## config.mk

```make
export PLATFORM = sky130hd
export DESIGN_NAME = cartridge_bank_mapper_scanline_irq_top
export DESIGN_NICKNAME = d
export VERILOG_FILES = /design/src/cbmsi_pkg.sv /design/src/cartridge_bank_mapper_scanline_irq_top.sv
export SDC_FILE = /design/constraint.sdc
export NUM_CORES = 1
export LEC_CHECK = 0
export BUFFER_PORTS_ARGS = -buffer_cell sky130_fd_sc_hd__buf_4
export CORE_UTILIZATION = 64
export CTS_BUF_LIST = sky130_fd_sc_hd__clkbuf_4 sky130_fd_sc_hd__clkbuf_8 sky130_fd_sc_hd__clkbuf_16
export CTS_CLUSTER_SIZE = 14
export DETAILED_ROUTE_END_ITERATION = 12
export HOLD_SLACK_MARGIN = 0.12
export PLACE_DENSITY = 0.85
export SYNTH_ARGS = -nofsm -noshare
export SYNTH_HDL_FRONTEND = slang
export SYNTH_SLANG_ARGS = --single-unit
```

## constraint.sdc

```tcl
create_clock -name clk_i -period 6.6 [get_ports clk_i]
set_clock_uncertainty 0.1 [all_clocks]
set_input_delay 0.99 -clock clk_i [delete_from_list [all_inputs] [get_ports clk_i]]
set_output_delay 0.99 -clock clk_i [all_outputs]
set_load 0.02 [all_outputs]
```

## src/cbmsi_pkg.sv

```systemverilog
// ----------------------------------------------------------------------------
// cbmsi_pkg
// types, codes and the security table of the cartridge bank mapper
// ----------------------------------------------------------------------------
package cbmsi_pkg;

  // item kinds
  localparam logic [2:0] FUNC_CPU_WRITE     = 3'd0;
  localparam logic [2:0] FUNC_LOW_READ      = 3'd1;
  localparam logic [2:0] FUNC_SCAN_TICK     = 3'd2;
  localparam logic [2:0] FUNC_PRG_TRANSLATE = 3'd3;
  localparam logic [2:0] FUNC_CHR_TRANSLATE = 3'd4;

  // configuration register indexes
  localparam int unsigned CfgIdxW = 3;
  localparam logic [CfgIdxW-1:0] CFG_GAME_PATCH      = 3'd0;
  localparam logic [CfgIdxW-1:0] CFG_PRG_BANK_COUNT  = 3'd1;
  localparam logic [CfgIdxW-1:0] CFG_CHR_ROM_PRESENT = 3'd2;
  localparam logic [CfgIdxW-1:0] CFG_FOUR_SCREEN     = 3'd3;
  localparam int unsigned CfgDataW = 9;

  // game patch codes
  localparam logic [2:0] PATCH_STANDARD   = 3'd0;
  localparam logic [2:0] PATCH_ZERO_AFTER = 3'd1;
  localparam logic [2:0] PATCH_ONE_AFTER  = 3'd2;
  localparam logic [2:0] PATCH_SEQ_TABLE  = 3'd3;
  localparam logic [2:0] PATCH_SEQ_MAGIC  = 3'd4;

  // register decode, addr & 0xE001
  localparam logic [15:0] DECODE_MASK      = 16'hE001;
  localparam logic [15:0] DEC_BANK_SELECT  = 16'h8000;
  localparam logic [15:0] DEC_BANK_DATA    = 16'h8001;
  localparam logic [15:0] DEC_MIRRORING    = 16'hA000;
  localparam logic [15:0] DEC_SAVE_RAM     = 16'hA001;
  localparam logic [15:0] DEC_IRQ_COUNT    = 16'hC000;
  localparam logic [15:0] DEC_IRQ_RELOAD   = 16'hC001;
  localparam logic [15:0] DEC_IRQ_DISABLE  = 16'hE000;
  localparam logic [15:0] DEC_IRQ_ENABLE   = 16'hE001;

  // bank data targets, bank_select[2:0]
  localparam logic [2:0] TGT_CHR_PAIR0   = 3'd0;
  localparam logic [2:0] TGT_CHR_PAIR1   = 3'd1;
  localparam logic [2:0] TGT_CHR_SINGLE0 = 3'd2;
  localparam logic [2:0] TGT_CHR_SINGLE1 = 3'd3;
  localparam logic [2:0] TGT_CHR_SINGLE2 = 3'd4;
  localparam logic [2:0] TGT_CHR_SINGLE3 = 3'd5;
  localparam logic [2:0] TGT_PRG_A       = 3'd6;
  localparam logic [2:0] TGT_PRG_B       = 3'd7;

  // security ports and values
  localparam logic [15:0] SEC_RESET_ADDR = 16'h5E00;
  localparam logic [15:0] SEC_STEP_ADDR  = 16'h5E01;
  localparam logic [7:0]  SEC_MAGIC_IDX  = 8'h09;
  localparam logic [7:0]  SEC_MAGIC_HIT  = 8'h6F;
  localparam logic [7:0]  SEC_MAGIC_MISS = 8'hB4;
  localparam logic [7:0]  SEC_MAGIC_INIT = 8'hFF;

  localparam logic [8:0] LAST_VISIBLE_LINE = 9'd239;

  typedef struct packed {
    logic [2:0]  func;
    logic [15:0] addr;
    logic [7:0]  data;
    logic [8:0]  scanline;
    logic        rendering_on;
  } in_item_t;

  typedef struct packed {
    logic [7:0] read_data;
    logic [7:0] bank_number;
    logic       mirror_horizontal;
    logic       save_ram_enabled;
    logic       irq_pulse;
  } out_item_t;

  function automatic logic [7:0] seq_table_byte(input logic [4:0] idx);
    logic [7:0] v;
    case (idx)
      5'd0:  v = 8'hff;  5'd1:  v = 8'hbf;  5'd2:  v = 8'hb7;  5'd3:  v = 8'h97;
      5'd4:  v = 8'h97;  5'd5:  v = 8'h17;  5'd6:  v = 8'h57;  5'd7:  v = 8'h4f;
      5'd8:  v = 8'h6f;  5'd9:  v = 8'h6b;  5'd10: v = 8'heb;  5'd11: v = 8'ha9;
      5'd12: v = 8'hb1;  5'd13: v = 8'h90;  5'd14: v = 8'h94;  5'd15: v = 8'h14;
      5'd16: v = 8'h56;  5'd17: v = 8'h4e;  5'd18: v = 8'h6f;  5'd19: v = 8'h6b;
      5'd20: v = 8'heb;  5'd21: v = 8'ha9;  5'd22: v = 8'hb1;  5'd23: v = 8'h90;
      5'd24: v = 8'hd4;  5'd25: v = 8'h5c;  5'd26: v = 8'h3e;  5'd27: v = 8'h26;
      5'd28: v = 8'h87;  5'd29: v = 8'h83;  5'd30: v = 8'h13;  5'd31: v = 8'h00;
      default: v = 8'h00;
    endcase
    return v;
  endfunction

endpackage

```

## src/cartridge_bank_mapper_scanline_irq_top.sv

```systemverilog
// ----------------------------------------------------------------------------
// cartridge_bank_mapper_scanline_irq_top
// bank mapper with register writes, security reads, address translation and
// a scanline interrupt counter
// ----------------------------------------------------------------------------
// Usage: every input beat is one item (CPU write, low read, scanline tick,
// program or pattern translation) and yields exactly one result beat. The
// block takes one item per clock cycle while the result register is not stalled.
// An accepted item is captured in the input register and then, once the
// result register is free, its result is registered there. The whole mapper
// state update is a single pass of logic between the input register and the
// result register. A stalled result register holds its beat while the input
// register still takes one more item. Configuration writes are taken at any
// time (cfg_ready_o is always high) and should only be issued while no item
// is in flight; writing chr_rom_present as zero clears every pattern bank
// register. Indexes beyond the register list are ignored.
module cartridge_bank_mapper_scanline_irq_top (
  input  logic                          clk_i,
  input  logic                          rst_ni,
  input  logic                          in_valid_i,
  output logic                          in_ready_o,
  input  cbmsi_pkg::in_item_t           in_data_i,
  output logic                          out_valid_o,
  input  logic                          out_ready_i,
  output cbmsi_pkg::out_item_t          out_data_o,
  input  logic                          cfg_valid_i,
  output logic                          cfg_ready_o,
  input  logic [cbmsi_pkg::CfgIdxW-1:0] cfg_index_i,
  input  logic [cbmsi_pkg::CfgDataW-1:0] cfg_data_i
);
  import cbmsi_pkg::*;

  // configuration registers
  // pattern rom presence only matters at the moment it is written
  logic [2:0] game_patch_q;
  logic [8:0] prg_bank_count_q;
  logic       four_screen_q;

  // mapper state
  logic [7:0] bank_select_q, bank_select_d;
  logic [7:0] prg_bank_a_q, prg_bank_a_d;
  logic [7:0] prg_bank_b_q, prg_bank_b_d;
  logic [7:0] chr_pair_q [2];
  logic [7:0] chr_pair_d [2];
  logic [7:0] chr_single_q [4];
  logic [7:0] chr_single_d [4];
  logic [7:0] irq_count_q, irq_count_d;
  logic [7:0] irq_reload_q, irq_reload_d;
  logic       irq_on_q, irq_on_d;
  logic [7:0] sec_index_q, sec_index_d;
  logic       mirror_q, mirror_d;
  logic       save_ram_q, save_ram_d;

  // input register and result register
  logic      s1_valid_q;
  in_item_t  s1_item_q;
  logic      out_valid_q;
  out_item_t out_item_q;
  out_item_t res;

  logic s1_advance;
  logic cfg_write;
  logic chr_clear;

  // the result register frees up when empty or when its beat is taken
  assign s1_advance  = s1_valid_q && (!out_valid_q || out_ready_i);
  assign in_ready_o  = !s1_valid_q || s1_advance;
  assign out_valid_o = out_valid_q;
  assign out_data_o  = out_item_q;

  assign cfg_ready_o = 1'b1;
  assign cfg_write   = cfg_valid_i && cfg_ready_o;
  assign chr_clear   = cfg_write && (cfg_index_i == CFG_CHR_ROM_PRESENT) && !cfg_data_i[0];

  // working signals of the single-pass update
  logic [15:0] dec;
  logic [7:0]  cnt_dec;
  logic        fire;
  logic [7:0]  prg_last, prg_second;
  logic [1:0]  prg_win;
  logic [2:0]  chr_win;
  logic [8:0]  cnt_minus1, cnt_minus2;

  assign dec        = s1_item_q.addr & DECODE_MASK;
  assign cnt_dec    = irq_count_q - 8'd1;
  assign cnt_minus1 = prg_bank_count_q - 9'd1;
  assign cnt_minus2 = prg_bank_count_q - 9'd2;
  assign prg_last   = cnt_minus1[7:0];
  assign prg_second = cnt_minus2[7:0];
  assign prg_win    = s1_item_q.addr[14:13];
  assign chr_win    = s1_item_q.addr[12:10] ^ {bank_select_q[7], 2'b00};

  always_comb begin
    bank_select_d = bank_select_q;
    prg_bank_a_d  = prg_bank_a_q;
    prg_bank_b_d  = prg_bank_b_q;
    chr_pair_d    = chr_pair_q;
    chr_single_d  = chr_single_q;
    irq_count_d   = irq_count_q;
    irq_reload_d  = irq_reload_q;
    irq_on_d      = irq_on_q;
    sec_index_d   = sec_index_q;
    mirror_d      = mirror_q;
    save_ram_d    = save_ram_q;
    fire          = 1'b0;

    res.read_data   = 8'h00;
    res.bank_number = 8'h00;
    res.irq_pulse   = 1'b0;

    if (s1_advance) begin
      case (s1_item_q.func)
        FUNC_CPU_WRITE: begin
          case (dec)
            DEC_BANK_SELECT: bank_select_d = s1_item_q.data;
            DEC_BANK_DATA: begin
              case (bank_select_q[2:0])
                TGT_CHR_PAIR0:   chr_pair_d[0]   = s1_item_q.data & 8'hfe;
                TGT_CHR_PAIR1:   chr_pair_d[1]   = s1_item_q.data & 8'hfe;
                TGT_CHR_SINGLE0: chr_single_d[0] = s1_item_q.data;
                TGT_CHR_SINGLE1: chr_single_d[1] = s1_item_q.data;
                TGT_CHR_SINGLE2: chr_single_d[2] = s1_item_q.data;
                TGT_CHR_SINGLE3: chr_single_d[3] = s1_item_q.data;
                TGT_PRG_A:       prg_bank_a_d    = s1_item_q.data;
                TGT_PRG_B:       prg_bank_b_d    = s1_item_q.data;
                default:         prg_bank_b_d    = s1_item_q.data;
              endcase
            end
            DEC_MIRRORING: begin
              if (!four_screen_q) mirror_d = s1_item_q.data[0];
            end
            DEC_SAVE_RAM:    save_ram_d   = s1_item_q.data[7];
            DEC_IRQ_COUNT:   irq_count_d  = s1_item_q.data;
            DEC_IRQ_RELOAD:  irq_reload_d = s1_item_q.data;
            DEC_IRQ_DISABLE: irq_on_d     = 1'b0;
            DEC_IRQ_ENABLE:  irq_on_d     = 1'b1;
            default: ;
          endcase
        end
        FUNC_LOW_READ: begin
          res.read_data = s1_item_q.addr[15:8];
          if (game_patch_q == PATCH_SEQ_TABLE) begin
            if (s1_item_q.addr == SEC_RESET_ADDR) begin
              sec_index_d   = 8'h00;
              res.read_data = 8'h00;
            end else if (s1_item_q.addr == SEC_STEP_ADDR) begin
              res.read_data = seq_table_byte(sec_index_q[4:0]);
              sec_index_d   = sec_index_q + 8'd1;
            end
          end else if (game_patch_q == PATCH_SEQ_MAGIC) begin
            if (s1_item_q.addr == SEC_RESET_ADDR) begin
              sec_index_d   = 8'h00;
              res.read_data = SEC_MAGIC_INIT;
            end else if (s1_item_q.addr == SEC_STEP_ADDR) begin
              res.read_data = (sec_index_q == SEC_MAGIC_IDX) ? SEC_MAGIC_HIT
                                                             : SEC_MAGIC_MISS;
              sec_index_d   = sec_index_q + 8'd1;
            end
          end
        end
        FUNC_SCAN_TICK: begin
          if (irq_on_q && (s1_item_q.scanline <= LAST_VISIBLE_LINE) &&
              s1_item_q.rendering_on) begin
            irq_count_d = cnt_dec;
            // the patched variants test the value after the decrement
            case (game_patch_q)
              PATCH_ZERO_AFTER: fire = (cnt_dec == 8'h00);
              PATCH_ONE_AFTER:  fire = (cnt_dec == 8'h01);
              default:          fire = (irq_count_q == 8'h00);
            endcase
            if (fire) irq_count_d = irq_reload_q;
            res.irq_pulse = fire;
          end
        end
        FUNC_PRG_TRANSLATE: begin
          if (s1_item_q.addr[15]) begin
            case (prg_win)
              2'd3:    res.bank_number = prg_last;
              2'd1:    res.bank_number = prg_bank_b_q;
              2'd0:    res.bank_number = bank_select_q[6] ? prg_second : prg_bank_a_q;
              default: res.bank_number = bank_select_q[6] ? prg_bank_a_q : prg_second;
            endcase
          end
        end
        FUNC_CHR_TRANSLATE: begin
          if (!chr_win[2]) begin
            res.bank_number = chr_pair_q[chr_win[1]] + {7'd0, chr_win[0]};
          end else begin
            res.bank_number = chr_single_q[chr_win[1:0]];
          end
        end
        default: ;
      endcase
    end

    // removing pattern rom wipes the pattern banks
    if (chr_clear) begin
      chr_pair_d[0]   = 8'h00;
      chr_pair_d[1]   = 8'h00;
      chr_single_d[0] = 8'h00;
      chr_single_d[1] = 8'h00;
      chr_single_d[2] = 8'h00;
      chr_single_d[3] = 8'h00;
    end

    // mirroring and save-ram report the state after the step
    res.mirror_horizontal = mirror_d;
    res.save_ram_enabled  = save_ram_d;
  end

  // configuration
  always_ff @(posedge clk_i or negedge rst_ni) begin
    if (!rst_ni) begin
      game_patch_q      <= PATCH_STANDARD;
      prg_bank_count_q  <= 9'd2;
      four_screen_q     <= 1'b0;
    end else if (cfg_write) begin
      case (cfg_index_i)
        CFG_GAME_PATCH:      game_patch_q      <= cfg_data_i[2:0];
        CFG_PRG_BANK_COUNT:  prg_bank_count_q  <= cfg_data_i;
        CFG_CHR_ROM_PRESENT: ;    // handled by chr_clear
        CFG_FOUR_SCREEN:     four_screen_q     <= cfg_data_i[0];
        default: ;
      endcase
    end
  end

  // mapper state
  always_ff @(posedge clk_i or negedge rst_ni) begin
    if (!rst_ni) begin
      bank_select_q   <= 8'h00;
      prg_bank_a_q    <= 8'h00;
      prg_bank_b_q    <= 8'h01;
      chr_pair_q[0]   <= 8'h00;
      chr_pair_q[1]   <= 8'h02;
      chr_single_q[0] <= 8'h04;
      chr_single_q[1] <= 8'h05;
      chr_single_q[2] <= 8'h06;
      chr_single_q[3] <= 8'h07;
      irq_count_q     <= 8'h00;
      irq_reload_q    <= 8'h00;
      irq_on_q        <= 1'b0;
      sec_index_q     <= 8'h00;
      mirror_q        <= 1'b0;
      save_ram_q      <= 1'b0;
    end else begin
      bank_select_q <= bank_select_d;
      prg_bank_a_q  <= prg_bank_a_d;
      prg_bank_b_q  <= prg_bank_b_d;
      chr_pair_q    <= chr_pair_d;
      chr_single_q  <= chr_single_d;
      irq_count_q   <= irq_count_d;
      irq_reload_q  <= irq_reload_d;
      irq_on_q      <= irq_on_d;
      sec_index_q   <= sec_index_d;
      mirror_q      <= mirror_d;
      save_ram_q    <= save_ram_d;
    end
  end

  // pipeline control
  always_ff @(posedge clk_i or negedge rst_ni) begin
    if (!rst_ni) begin
      s1_valid_q  <= 1'b0;
      out_valid_q <= 1'b0;
    end else begin
      if (in_ready_o) s1_valid_q <= in_valid_i;
      if (s1_advance) begin
        out_valid_q <= 1'b1;
      end else if (out_ready_i) begin
        out_valid_q <= 1'b0;
      end
    end
  end

  // beat payloads
  always_ff @(posedge clk_i) begin
    if (in_valid_i && in_ready_o) s1_item_q <= in_data_i;
    if (s1_advance) out_item_q <= res;
  end

  // every item leaving the input register lands in the result register
  a_advance_lands: assert property (@(posedge clk_i) disable iff (!rst_ni)
    s1_advance |=> out_valid_o)
    else $error("item left input register without a result beat");

  // back-pressure only while the input register holds an item
  a_stall_has_item: assert property (@(posedge clk_i) disable iff (!rst_ni)
    !in_ready_o |-> s1_valid_q)
    else $error("input stalled with empty input register");

  // an irq pulse comes only from a tick, never with read or bank data
  a_pulse_alone: assert property (@(posedge clk_i) disable iff (!rst_ni)
    (out_valid_o && out_data_o.irq_pulse) |->
      (out_data_o.read_data == 8'h00 && out_data_o.bank_number == 8'h00))
    else $error("irq pulse together with read or bank data");

  // removing pattern rom clears the pattern banks on the next edge
  a_chr_clear: assert property (@(posedge clk_i) disable iff (!rst_ni)
    chr_clear |=> (chr_pair_q[0] == 8'h00 && chr_pair_q[1] == 8'h00 &&
                   chr_single_q[0] == 8'h00 && chr_single_q[3] == 8'h00))
    else $error("pattern banks not cleared");

  // the counter only moves when an item is processed
  a_count_quiet: assert property (@(posedge clk_i) disable iff (!rst_ni)
    !s1_advance |=> $stable(irq_count_q))
    else $error("irq counter moved without an item");

endmodule
```

==> results of run 1 <==
## power groups by stage
stage               clock [mW]  sequential, mW  combinational, mW
global placement             0            1.19              0.295
CTS                      0.978            1.17              0.309
global route              1.02            1.18              0.338
finish                   0.975            1.18              0.313
floorplan                    0            1.15              0.222
detailed placement           0            1.19              0.304
## registers in the layout, indices dropped and copies added, names as in the netlist, 3 cells and up
signal	count
chr_single_q	32
s1_item_q	29
out_data_o	19
chr_pair_q	14
irq_count_q	8
irq_reload_q	8
prg_bank_a_q	8
prg_bank_b_q	8
prg_bank_count_q	8
sec_index_q	8
bank_select_q	5
dec	4
game_patch_q	3
## worst max path at each step
stage	from	end	slack (ns)	cells after the start
floorplan	out_ready_i	dec[0]$_DFFE_PP_	3.86	3
CTS	s1_item_q[29]$_DFFE_PP_	sec_index_q[3]$_DFFE_PN0P_	3.05	5
finish	s1_item_q[29]$_DFFE_PP_	sec_index_q[3]$_DFFE_PN0P_	2.90	5
global route	s1_item_q[29]$_DFFE_PP_	sec_index_q[3]$_DFFE_PN0P_	2.80	5
global placement	s1_item_q[29]$_DFFE_PP_	sec_index_q[3]$_DFFE_PN0P_	3.16	5
detailed placement	s1_item_q[29]$_DFFE_PP_	sec_index_q[3]$_DFFE_PN0P_	3.07	5
## critical path: stages (launching register included)
cell and delay [ns]:
edfxtp_1 1.01, nor4b_1 0.75, nand4_1 0.39, or4_1 0.80, nand2b_1 0.34, o31ai_1 0.22
## area by class of cell
class                   count  share of cell area
clock buffers              21             0.04984
repair buffers             72             0.05696
multi-input cells         520              0.3977
inverters                  26             0.01028
clock inverters            11             0.01174
flip-flops and latches    160              0.4508
well taps                 172             0.02268
## per-layer routing
metal,track usage,vias to the layer above,share of wire
met2,0.5087,340,0.48
met1,0.4522,3161,0.41
met4,0.1316,0,0.028
met3,0.07741,46,0.081
li1,-,2877,-
met5,0,-,0
## kinds of logic after synthesis
kind of cell               after synthesis  synth area share
AOI/OAI and AO/OA                      154            0.1217
xor gates and xnor gates                10           0.01054
adders and majority gates               12           0.01807
buffers and inverters                   71           0.03403
DFF                                    160            0.5148
muxes                                  106            0.1468
other                                    1         0.0004512
and+or+nand+nor                        237            0.1537
## synthesized netlist by cell type (6+ instances only)
| library cell | instances |
|---|---|
| clkbuf_1 | 35 |
| nand2_1 | 42 |
| dfstp_2 | 11 |
| nor2b_1 | 8 |
| mux2_2 | 25 |
| nor3b_1 | 8 |
| xnor2_1 | 6 |
| inv_1 | 26 |
| nand4_1 | 9 |
| edfxtp_1 | 52 |
| o21ai_0 | 31 |
| mux2_1 | 12 |
| mux4_2 | 9 |
| or2_2 | 6 |
| dfrtp_1 | 97 |
| ha_1 | 12 |
| o21ai_1 | 10 |
| nor3_1 | 11 |
| a21oi_1 | 35 |
| a31oi_1 | 7 |
| nand2b_1 | 12 |
| and3_1 | 6 |
| o211ai_1 | 9 |
| nor4_1 | 9 |
| nor2_1 | 79 |
| mux2i_1 | 60 |
| nand3_1 | 14 |
==> metrics.txt, run 1 <==
run status=finished, final reports clean; All-Layer GR Usage=0.3289; critical path required time=6.84 ns; crit-path max FO=18; # rows=around 40; top cells by area, synth=dfrtp_1, edfxtp_1, mux2i_1, nor2_1, dfstp_2; fin. max-slew vios=0; Initial Util=0.6585; Die Span X=116.0 um; vias in the first global route=6107; worst reg2reg path startpoint=s1_item_q[29]$_DFFE_PP_; most common cell after layout, fill and taps aside=dfrtp_1; IO Count=76; number of library cell types mapped by synthesis=77; R2R setup slack=2.90 ns; average wire per standard cell=around 21 um; hold_ws=approximately 0.36 ns; Synth top area share=0.2921; die area=13440 um^2; fill count=870; Post-synth EDFFs=52; final hold vios=0; core footprint=12620 um^2; GPL Wtd Cong=0.8810; Worst Path Arrival=roughly 4 ns; drc violations=0; sw frac=0.2646; drt via density=6.542; Crit Reg-Reg Endpoint=sec_index_q[3]$_DFFE_PN0P_; Seq/Total Area, Yosys=0.5148; combinational share of power=0.127; Synth Net Count=roughly 820; WS Path Type=reg2reg; H-tree depth=4; non-filler cells, final=slightly below 1000; Clk pwr share=0.395; largest net degree at the start of global routing=between 80 and 90; n_diodes=0; 1st-pass router iterations=6; layout cells sized above 1=0.2086; CTS Buffer Depth=2; Setup Viol. Count Final=0; Layout Utilization=0.7519; Max VDD drop=0.1944 mV; Slew headroom=0.2274; Place WS=about 3.1 ns; Post-CTS Setup Bufs=0; cts hold-fix bufs=0; Avg Inst Size Synth=around 11 um^2; Post-Place Cell Area=8905 um^2; P_leak=around 4.1 nW; antenna violation net count after detailed routing=0; Clock Latency Late Sink=0.43 ns; DP Wirelength=13.95 mm; Tmin final=3.704 ns; CTS Sinks=160; FF+latch count, synth=160; via count=6424; Reg2Reg Depth=5; max cap viols=0; switching pwr=0.6523 mW; RSZ-0062 raised after global routing=false; CP startpoint kind=flop; ys async rst share=0.6750; Pint=1.813 mW; worst slew pin tran=1.156 ns; Die Y=116.0 um; slack of the critical path=2.896 ns; port buffer count=69; register area=4278 um^2; Multi-input gate area=3774 um^2; final design area excluding fillers=9489 um^2; Netlist Area Pre-Place=8310 um^2; TritonCTS Buffers=17; most frequent cells in the layout=dfrtp_1, nor2_1, buf_4; Net count, final=863; placed insts=950; post-synth top area cell=dfrtp_1; share of power burned in registers=0.478; first-pass GRT wire length=32.57 mm; Post-CTS Resized=0; CTS Root Cell=clkbuf_16; Pwr Density=259.8 nW/um^2; CTS clk-pin slew, worst paths=0.06 ns; ys flop type=dfrtp_1; Final Cycle Share=0.5613; Starting DRT DRC Count=roughly 640; synthesis warning total=0; setup TNS after final layout=0 ns; Area Overhead vs Synth=14.18%; Syn Inst Count=751; total power=2.465 mW; Detailed Route WL=slightly above 20 mm; HP Class=in2async; GR Overflow Total=0; Max Clock Freq=between 200 and 300 MHz; antenna violations before repair=0; CTS tree=yes; Critical Path End Type=flop
Power figures use the tool's default switching activity.
==> run 2, diff against run 1 <==
CORE_UTILIZATION = 60   (was 64)
PLACE_DENSITY = 0.8   (was 0.85)
clock period = 3.7 ns   (was 6.6 ns; I/O delays follow)
==> run 2 against run 1 <==
Compared with the run above: wire length is essentially flat; register-to-register slack worse by 2.1 ns; critical path type unchanged; clock power increased by 98%; critical endpoint unchanged.
==> metrics.txt, run 2 (synthesized netlist as in run 1, its figures left out) <==
run status=finished, final reports clean; GPL Wtd Cong=0.8951; drt via density=approximately 6.5; Crit Reg-Reg Endpoint=sec_index_q[3]$_DFFE_PN0P_; DP Wirelength=14.05 mm; via count=6453; CTS Buffer Depth=2; cts hold-fix bufs=0; total power=4.595 mW; CTS tree=yes; # rows=42; Initial Util=0.6202; antenna violation net count after detailed routing=0; worst reg2reg path startpoint=dec[15]$_DFFE_PP_; Clock Latency Late Sink=0.43 ns; HP Class=in2async; worst slew pin tran=0.8345 ns; TritonCTS Buffers=17; max reg flops=32; largest net degree at the start of global routing=62; Post-CTS Resized=0; H-tree depth=4; layout cells sized above 1=0.2198; Max Clock Freq=between 300 and 400 MHz; Worst Path Arrival=about 3.2 ns; first-pass GRT wire length=33.22 mm; most frequent cells in the layout=dfrtp_1, buf_4, nor2_1; n_diodes=0; drc violations=0; antenna violations before repair=0; average wire per standard cell=20.65 um; IO Count=76; Net count, final=872; die area=between 10000 and 15000 um^2; port buffer count=69; crit-path max FO=12; 1st-pass router iterations=5; Final Cycle Share=0.7914; Post-Place Cell Area=8977 um^2; RSZ-0062 raised after global routing=false; P_leak=4.133 nW; most common cell after layout, fill and taps aside=dfrtp_1; final design area excluding fillers=approximately 9600 um^2; core footprint=around 13000 um^2; Pwr Density=476.8 nW/um^2; Reg2Reg Depth=5; R2R setup slack=0.77 ns; max cap viols=0; Max VDD drop=0.4127 mV; final hold vios=0; Post-CTS Setup Bufs=0; Largest Register=chr_single_q; Critical Path End Type=flop; Setup Viol. Count Final=0; CTS clk-pin slew, worst paths=0.06 ns; WS Path Type=reg2reg; fill count=966; setup TNS after final layout=0 ns; CP startpoint kind=flop; Starting DRT DRC Count=782; critical path required time=3.92 ns; Slew headroom=0.4395; Die Y=119.7 um; Tmin final=2.928 ns; fin. max-slew vios=0; vias in the first global route=around 6400; CTS Sinks=160; All-Layer GR Usage=0.3049; CTS Root Cell=clkbuf_16; Die Span X=119.7 um; Area Overhead vs Synth=15.96%; GR Overflow Total=0; Detailed Route WL=20.55 mm
## run 2: cell count changes in the layout (fill, tap and decap cells not counted)
cell        change
bufinv_16       +2
inv_6           +2
clkinv_2        -1
clkinvlp_4      -1
inv_4           -2
buf_4           +9
clkbuf_8        +2
clkinv_1        -2
clkbuf_4        -2
clkinv_4        +2
## run 2: per-layer routing
layer / vias up / wire length [um] / part of all wire / GRT usage
met5: - / 0 / 0 / 0
met4: 0 / 306 / 0.015 / 0.09453
met3: 33 / 1402 / 0.068 / 0.06797
met2: 302 / 10170 / 0.49 / 0.4982
met1: 3223 / 8672 / 0.42 / 0.4071
li1: 2895 / - / - / -
## run 2: cell type report
cell class | instances | area (um^2) | share of cell area
Clock buffer | 21 | 485.5 | 0.05038
Multi-Input combinational cell | 520 | 3774 | 0.3916
Clock inverter | 11 | 173.9 | 0.01805
Sequential cell | 160 | 4278 | 0.4439
Inverter | 26 | 97.59 | 0.01013
Tap cell | 176 | 220.2 | 0.02285
Timing Repair Buffer | 81 | 608.1 | 0.06310
## run 2: report_power, final
group | switching, mW | leakage [nW] | total (mW) | internal [mW]
combinational | 0.332 | 1.89 | 0.578 | 0.246
sequential | 0.140 | 1.92 | 2.08 | 1.94
clock | 0.714 | 0.327 | 1.93 | 1.22
## run 2: worst max-delay path by stage
stage                                          startpoint                    endpoint  slack, ns  cells after the start
after global placement    prg_bank_count_q[1]$_DFFE_PN1P_    out_data_o[10]$_DFFE_PP_       1.02                      7
after CTS                               dec[15]$_DFFE_PP_  sec_index_q[3]$_DFFE_PN0P_       0.81                      5
after floorplan           prg_bank_count_q[1]$_DFFE_PN1P_    out_data_o[10]$_DFFE_PP_       1.19                      7
final                                   dec[15]$_DFFE_PP_  sec_index_q[3]$_DFFE_PN0P_       0.77                      5
after global routing                    dec[15]$_DFFE_PP_  sec_index_q[3]$_DFFE_PN0P_       0.68                      5
after detailed placement                dec[14]$_DFFE_PP_  sec_index_q[3]$_DFFE_PN0P_       0.96                      6
## run 2: per-stage QoR
| step | instances | utilization | hold slack [ns] | worst slack (ns) |
|---|---|---|---|---|
| floorplan | 751 | - | 0.1594 | 1.186 |
| global placement | 963 | 0.6699 | 0.3789 | 1.019 |
| detailed placement | 963 | 0.6699 | 0.3815 | 0.9622 |
| CTS | 995 | 0.7191 | 0.1363 | 0.8062 |
| global route | 995 | 0.7191 | 0.1496 | 0.6807 |
| finish | 995 | 0.7191 | 0.1004 | 0.7718 |
## run 2: worst max-delay path: stages (launching register included)
cell      delay, ns
edfxtp_1       0.49
nor4_1         0.50
nand4_1        0.34
or4_1          0.80
nand2b_1       0.32
o31ai_1        0.28
==> run 3, diff against run 2 <==
ABC_AREA = 1   (was not set)
clock period = 2.8 ns   (was 3.7 ns; I/O delays follow)
==> run 3 against run 2 <==
Compared with the run above: total power is 47% higher; wire length increased by 2.5%; critical path depth up 6; die area increased by 1.0%; first-iteration DRC count down 9.2%; sequential share of layout area down 1.7 points; via count is 10% higher; clock power is 24% higher.
==> metrics.txt, run 3 <==
Worst Setup SP=irq_count_q[0]$_DFFE_PN0P_; Synth Net Count=around 1000; DP Wirelength=14.21 mm; Die Span X=120.3 um; slack of the critical path=0.6162 ns; antenna violations before repair=0; post-synth top area cell=dfrtp_1; max reg flops=32; Synth top area share=0.2890; Setup Viol. Count Final=0; global-route met2 utilization=0.5133; total power=6.768 mW; CTS Root Cell=clkbuf_16; Max VDD drop=0.6898 mV; FF+latch count, synth=160; min-delay src=cfg_data_i[5]; Avg Inst Size Synth=8.877 um^2; Post-synth top cells=nand2_1, dfrtp_1, nor2_1; CTS Sinks=160; Post-Place Cell Area=approximately 9000 um^2; core footprint=13450 um^2; Top Family by Delay on Critical Path=simple AND/OR/NAND/NOR gates; vias in the first global route=6650; critical path cell sequence=inv_1 > ha_1 > inv_1 > nor2_1 > nand3_1 > nor2_1 > nand2_1 > nand2_4 > nand2_1 > nand3_1 > a21oi_1; Worst Path Arrival=2.41 ns; final hold vios=0; Netlist Area Pre-Place=8398 um^2; Tmin final=around 2.2 ns; layout cells sized above 1=0.1865; via count=7101; ys flop type=dfrtp_1; Post-CTS Setup Bufs=0; 1st-pass router iterations=5; HP Class=in2reg; Area Overhead vs Synth=19.38%; synthesis warning total=0; CTS tree=yes; largest net degree at the start of global routing=46; # rows=42; Syn Inst Count=between 900 and 1000; RSZ-0062 raised after global routing=false; CTS clk-pin slew, worst paths=0.06 ns; critical path buffer and inverter count=2; Die Y=120.3 um; P_leak=around 4.4 nW; Max Clock Freq=457.9 MHz; TritonCTS Buffers=17; Net count, final=1120; routing usage on met3=0.06462; drt via density=roughly 5.7; Starting DRT DRC Count=between 700 and 800; number of library cell types mapped by synthesis=51; fill count=roughly 950; Initial Util=0.6243; most frequent cells in the layout=nand2_1, dfrtp_1, nor2_1; critical path required time=3.02 ns; antenna violation net count after detailed routing=0; Pwr Density=675.1 nW/um^2; most common cell in the netlist=nand2_1; Place WS=roughly 0.60 ns; GR Overflow Total=0; crit-path max FO=10; worst slew pin tran=around 0.86 ns; average wire per standard cell=approximately 17 um; CP max-delay cell=dfrtp_1; All-Layer GR Usage=0.3090; die area=14470 um^2; Detailed Route WL=approximately 21 mm; IO Count=76; worst reg2reg path startpoint=irq_count_q[0]$_DFFE_PN0P_; Seq/Total Area, Yosys=0.5094; most common cell after layout, fill and taps aside=nand2_1; max cap viols=0; n_diodes=0; H-tree depth=4; WS Path Type=reg2reg; top cells by area, synth=dfrtp_1, edfxtp_1, nand2_1, o21ai_1, nor2_1; final design area excluding fillers=10030 um^2; met1 usage in global routing=0.4034; drc violations=0; GRT busiest layer=met2; Post-CTS Resized=0; Critical Path End Type=flop; CP startpoint kind=flop; Clock Latency Late Sink=0.44 ns; port buffer count=69; Layout Utilization=0.7453; GPL Wtd Cong=0.9197; Final Cycle Share=0.7799; Worst path max stage delay=0.42 ns; fin. max-slew vios=0; CTS Buffer Depth=2; run status=finished, final reports clean; Largest Register=chr_single_q; setup TNS after final layout=0 ns; ys async rst share=0.6750; Slew headroom=0.4256; first-pass GRT wire length=roughly 34 mm; Post-synth EDFFs=52
run 3: kinds of logic (layout without fill, tap and decap cells):
kind of cell             Yosys count  after routing  share of synthesized area
flip-flops                       160            160                     0.5094
XOR/XNOR                          11             11                    0.01147
buffers and inverters            123            244                    0.06526
other                              1              1                  0.0004465
adder cells (fa/ha/maj)           12             12                    0.01788
AND/OR/NAND/NOR                  404            404                     0.2209
multiplexers                       3              3                   0.003725
AO/OA/AOI/OAI                    232            232                     0.1709
run 3: final cells by class:
cell class              count  area [um^2]  area share
clock buffers              18        450.4     0.04493
clock inverters            14        155.1     0.01547
inverters                  94        361.6     0.03607
multi-input cells         663         3572      0.3563
flip-flops and latches    160         4278      0.4267
well taps                 176        220.2     0.02196
repair buffers            118        988.4     0.09859
run 3: final timing paths:
kind | cells past startpoint | to | slack (ns)
setup / recovery | 11 | irq_count_q[0]$_DFFE_PN0P_ | 0.62
hold / removal | 3 | prg_bank_count_q[5]$_DFFE_PN0P_ | 0.14
setup reg to reg | 11 | irq_count_q[0]$_DFFE_PN0P_ | 0.62
hold reg to reg | 2 | chr_single_q[16]$_DFFE_PN1P_ | 0.37
max in group asynchronous | 3 | chr_single_q[0]$_DFFE_PN1P_ | 1.38
min in group asynchronous | 2 | sec_index_q[3]$_DFFE_PN0P_ | 0.42
run 3: report_power, final:
part / switching [mW] / internal (mW)
clock network: 1.01 / 1.38
registers: 0.269 / 2.79
logic: 0.814 / 0.504
run 3: timing repair:
item / CTS / global route
endpoints found under the setup margin: 0 / 0
hold endpoints to repair: 74 / 0
hold buffers: 36 / 0
run 3: metal layers:
metal	wire, um	vias up
met2	10380	286
li1	-	3419
met1	8857	3363
met3	1378	33
met5	0	-
met4	440	0
run 3: worst min-delay path, cell delays in order:
cell	delay, ns
buf_4	0.08
nor2_1	0.03
a21oi_1	0.10
run 3: per-stage QoR:
| stage | hold slack, ns | cells |
|---|---|---|
| after floorplan | 0.02441 | 946 |
| after global placement | 0.3586 | 1175 |
| after detailed placement | 0.3535 | 1175 |
| after CTS | 0.1312 | 1243 |
| after global routing | 0.1555 | 1243 |
| final | 0.1367 | 1243 |
